File: src/rtl/rsks_pkg.sv
// Package for the record sort and key search core: widths, codes and shared types.
`default_nettype none

package rsks_pkg;

    localparam int MAX_RECORDS_DEF = 64;
    localparam int KEY_W           = 32;
    localparam int CLS_W           = 16;
    localparam int SLOT_W          = 6;

    typedef enum logic [1:0] {
        REQ_CLEAR  = 2'd0,
        REQ_LOAD   = 2'd1,
        REQ_EMIT   = 2'd2,
        REQ_SEARCH = 2'd3
    } t_req;

    typedef enum logic {
        KIND_RECORD = 1'b0,
        KIND_SEARCH = 1'b1
    } t_kind;

    typedef enum logic [2:0] {
        S_IDLE,
        S_EMIT,
        S_SEARCH,
        S_FETCH,
        S_ANSWER
    } t_state;

    typedef struct packed {
        logic [KEY_W-1:0]  key;
        logic [CLS_W-1:0]  cls;
        logic [SLOT_W-1:0] slot;
    } t_rec;

    typedef struct packed {
        logic load;
        logic rotate;
    } t_cell_ctrl;

    typedef struct packed {
        t_kind             kind;
        logic [KEY_W-1:0]  id;
        logic [CLS_W-1:0]  cls;
        logic [SLOT_W-1:0] slot;
        logic [SLOT_W-1:0] pos;
        logic              hit;
        logic              last;
        logic              ovf;
    } t_res;

endpackage

`default_nettype wire

File: src/rtl/rsks_cell.sv
// One cell of the sorted record chain: holds one record, compares it, shifts it.
`default_nettype none

module rsks_cell #(
    parameter int MAX_RECORDS = rsks_pkg::MAX_RECORDS_DEF,
    parameter int IDX         = 0
) (
    input  wire                                    i_clk,
    input  wire rsks_pkg::t_cell_ctrl              i_ctrl,
    input  wire [$clog2(MAX_RECORDS+1)-1:0]        i_count,
    input  wire rsks_pkg::t_rec                    i_bcast,
    input  wire rsks_pkg::t_rec                    i_left,
    input  wire                                    i_left_gt,
    input  wire rsks_pkg::t_rec                    i_right,
    input  wire rsks_pkg::t_rec                    i_head,
    output rsks_pkg::t_rec                         o_rec,
    output logic                                   o_gt,
    output logic                                   o_eq
);
    localparam int CW = $clog2(MAX_RECORDS + 1);

    rsks_pkg::t_rec r_rec;
    logic           w_occ;
    logic           w_tail;
    logic           w_wrap;

    assign w_occ  = CW'(IDX) < i_count;
    assign w_tail = i_count == CW'(IDX);
    assign w_wrap = i_count == CW'(IDX + 1);

    assign o_gt  = w_occ && ($signed(r_rec.key) > $signed(i_bcast.key));
    assign o_eq  = w_occ && (r_rec.key == i_bcast.key);
    assign o_rec = r_rec;

    // On a load every cell past the insertion point takes its left neighbor,
    // the insertion cell takes the new record. Rotation moves toward cell 0
    // and the last occupied cell picks up the old head.
    always_ff @(posedge i_clk) begin
        if (i_ctrl.load && (o_gt || w_tail)) begin
            r_rec <= i_left_gt ? i_left : i_bcast;
        end else if (i_ctrl.rotate) begin
            r_rec <= w_wrap ? i_head : i_right;
        end
    end

endmodule

`default_nettype wire

File: config.mk
export PLATFORM = sky130hd
export DESIGN_NAME = rsks_cell
export DESIGN_NICKNAME = d
export VERILOG_FILES = /design/src/rtl/rsks_pkg.sv /design/src/rtl/rsks_cell.sv
export SDC_FILE = /design/constraint.sdc
export NUM_CORES = 1
export LEC_CHECK = 0
export BUFFER_PORTS_ARGS = -buffer_cell sky130_fd_sc_hd__buf_4
export CORE_AREA = 4 4 107 109
export DETAILED_ROUTE_END_ITERATION = 10
export DIE_AREA = 0 0 111 113
export PLACE_DENSITY = 0.82
export SLEW_MARGIN = 5
export SYNTH_ARGS = -nofsm -noshare
export SYNTH_HDL_FRONTEND = slang
export SYNTH_SLANG_ARGS = --single-unit
File: constraint.sdc
create_clock -name i_clk -period 5.9 [get_ports i_clk]
set_input_delay 1.18 -clock i_clk [delete_from_list [all_inputs] [get_ports i_clk]]
set_output_delay 1.18 -clock i_clk [all_outputs]
set_load 0.03 [all_outputs]
==> metrics.txt <==
syn nets 628; hold_buf cts 0; clk_skew 11.3 ps; full die area 0.0125 mm2; Post-synth EDFFs 54; CP most frequent cell buf_4; vias in the first global route 4469; TNS Setup 0 ps; GRT Resource Usage Total roughly a fifth; Cell variety after synth 27; CTS Sinks 54; final max-slew violation count 0; f_max 237 MHz; placed cell count 776; sequential share of power 37.6%; setup ws final 1680 ps; crit path max fanout 3; register area share after synthesis 37.6%; drt drc 0; GRT overflow 0; Post CTS Setup Buffer Count 0; # IOs 283; Post-Synthesis Cell Area 0.00431 mm2; clk buf depth 2; clock buffers created by TritonCTS 5; clock period minus final worst setup slack around 4200 ps; WP data arrival 3040 ps; Async S/R FF share, synth 0%; hold path endpoint o_rec[5]; min-delay worst type in2reg; nets between 900 and 1k; largest net degree at the start of global routing 55; Finished Layout Cells 784; diode count 0; critical path depth 10; post-placement cell area 0.00648 mm2; Root Driver clkbuf_8; worst hold margin 1230 ps; Avg Inst Size Synth 11.7 um2; TritonCTS clock tree yes; YS warnings 0; Sw Share 37.3%; max reg flops 54; combinational power share 47.9%; Starting Density 40.7%; Worst-path clk slew about 110 ps; Seq cells post-synth 54; Final Hold Vio Count 0; R2R cell count 8; 1st-iter DRT viols 147; Synth Area in Adders 9.29%; Final Core Density 62.0%; Place WS between 1500 and 2000 ps; std cell rows 38; Hold Startpoint i_bcast[5]; CP Class in2out; clock power share 14.5%; status finished clean; Resized cells post-CTS 0; origin of the critical flop-to-flop path o_rec[36]; H-tree depth 2; die span in x 111 um; Total Wirelength 13.5 mm; Vias 3962; r2r endpoint o_rec[36]; Peak VDD IR ~120 uV; relative slew slack 34.7%; Routed WL per cell 17.2 um; leakage between 3 and 4 nW; main combinational cell family by area after synthesis multiplexers; antenna violations before repair 0; Worst Path Required 4720 ps; Least-Margin Pin Slew just under 1000 ps; mux contribution to synthesized area a little under two fifths; P per Cell Area 225 mW/mm2; Critical-path top delay cell nor4_2; max incr delay on CP ~370 ps; FILL cells 863; core area 0.0106 mm2; critical path launch point type input pin; top_reg_cell synth edfxtp_1; Top Family by Delay on Critical Path simple AND/OR/NAND/NOR gates; first-pass GRT wire length around 21 mm; total power 1.48 mW; XOR/XNOR Fraction of Synth Area 0%; Skew-Pair Late Insertion Delay roughly 310 ps; gpl congestion 0.896; synthesized instance count 369; reg2reg setup slack approximately 2600 ps; RSZ-0062 raised after global routing no; Post-Synth Simple-Gate Area 4.53%; post-route ant nets 0; share of layout cells above drive strength 1 46.3%; Final period util just over 70%; Worst Path Buf+Inv 3; Synth Area in Compound Gates 4.06%; max-cap violation count 0; sw power roughly 0.55 mW; IO buf count 282; Worst Hold Depth 3; Power Internal 0.926 mW; post-route cell area 0.00657 mm2; Die Span Y 113 um; TritonRoute pass-1 iters 4; P&R area growth vs syn 52.4%; Detail Placement HPWL 11.1 mm; Crit. End Element output port; DR vias/cell slightly above 5; Setup violations, final 0; crit-path cells buf_4 > inv_1 > ha_1 > nand4_2 > nor4_2 > o21ai_1 > a32oi_2 > nor2_1 > nor3_1 > buf_4
-- synth_stat cells (2+ instances only) --
library cell / instances / share of area [%]
nand3_1: 2 / 0.23
mux2i_1: 162 / 38
a21o_1: 2 / 0.35
nor2_1: 10 / 0.87
o2111ai_1: 2 / 0.41
a21oi_1: 13 / 1.5
o21ai_1: 2 / 0.23
nand4_1: 7 / 1.0
buf_12: 5 / 2.3
edfxtp_1: 54 / 38
o21ai_0: 4 / 0.46
nand2b_1: 3 / 0.44
ha_1: 32 / 9.3
inv_1: 36 / 3.1
clkbuf_1: 11 / 0.96
nand2_1: 13 / 1.1
-- tightest hold or removal path, cell delays in order --
cell,delay [ps]
buf_4,80
mux2i_1,50
mux2i_1,110
-- worst max path at each step --
stage	end	startpoint
after floorplan	o_rec[0]	i_bcast[36]
after global placement	o_gt	i_bcast[53]
after detailed placement	o_gt	i_bcast[35]
after CTS	o_gt	i_bcast[35]
after global routing	o_gt	i_bcast[37]
final	o_gt	i_bcast[35]
-- logic make-up (layout without fill, tap and decap cells) --
logic type | Yosys count | after routing
compound gates | 27 | 27
fa+ha+maj | 32 | 32
buf+inv | 55 | 330
flops | 54 | 54
mux | 162 | 162
simple gates | 39 | 39
-- area by class of cell --
type | count | area (um2) | share of cell area (%)
Multi-Input combinational cell | 260 | 2400 | 36.6
Timing Repair Buffer | 285 | 2140 | 32.6
Sequential cell | 54 | 1620 | 24.7
Tap cell | 140 | 175 | 2.67
Inverter | 37 | 139 | 2.11
Clock buffer | 5 | 68.8 | 1.05
Clock inverter | 3 | 21.3 | 0.324
-- cell usage in the layout (no fill, tap or decap), types with 2 or more instances in the layout --
cell | synthesis | routed
inv_1 | 36 | 36
buf_4 | 0 | 285
edfxtp_1 | 54 | 54
nand2_1 | 13 | 13
nand3_1 | 2 | 2
a21o_1 | 2 | 2
mux2i_1 | 162 | 162
o21ai_1 | 2 | 2
a21oi_1 | 13 | 13
nor2_1 | 10 | 10
ha_1 | 32 | 32
clkbuf_8 | 0 | 5
o2111ai_1 | 2 | 2
nand4_1 | 7 | 7
o21ai_0 | 4 | 4
nand2b_1 | 3 | 2
-- layer usage --
| metal | track usage, % | wire length [um] | vias to the layer above |
|---|---|---|---|
| li1 | - | - | 1923 |
| met1 | 22.6 | 4900 | 1826 |
| met2 | 40.7 | 7300 | 185 |
| met3 | 4.49 | 967 | 28 |
| met4 | 5.99 | 335 | 0 |
| met5 | 0 | 0 | - |
-- power by group through the flow --
| stage | combinational, mW | clock (mW) | sequential, mW |
|---|---|---|---|
| final | 0.707 | 0.213 | 0.556 |
| after global placement | 0.701 | 0 | 0.560 |
| after floorplan | 0.288 | 0 | 0.707 |
| after global routing | 0.766 | 0.233 | 0.564 |
| after CTS | 0.717 | 0.221 | 0.557 |
| after detailed placement | 0.714 | 0 | 0.566 |
(Power assumes the default switching activity.)
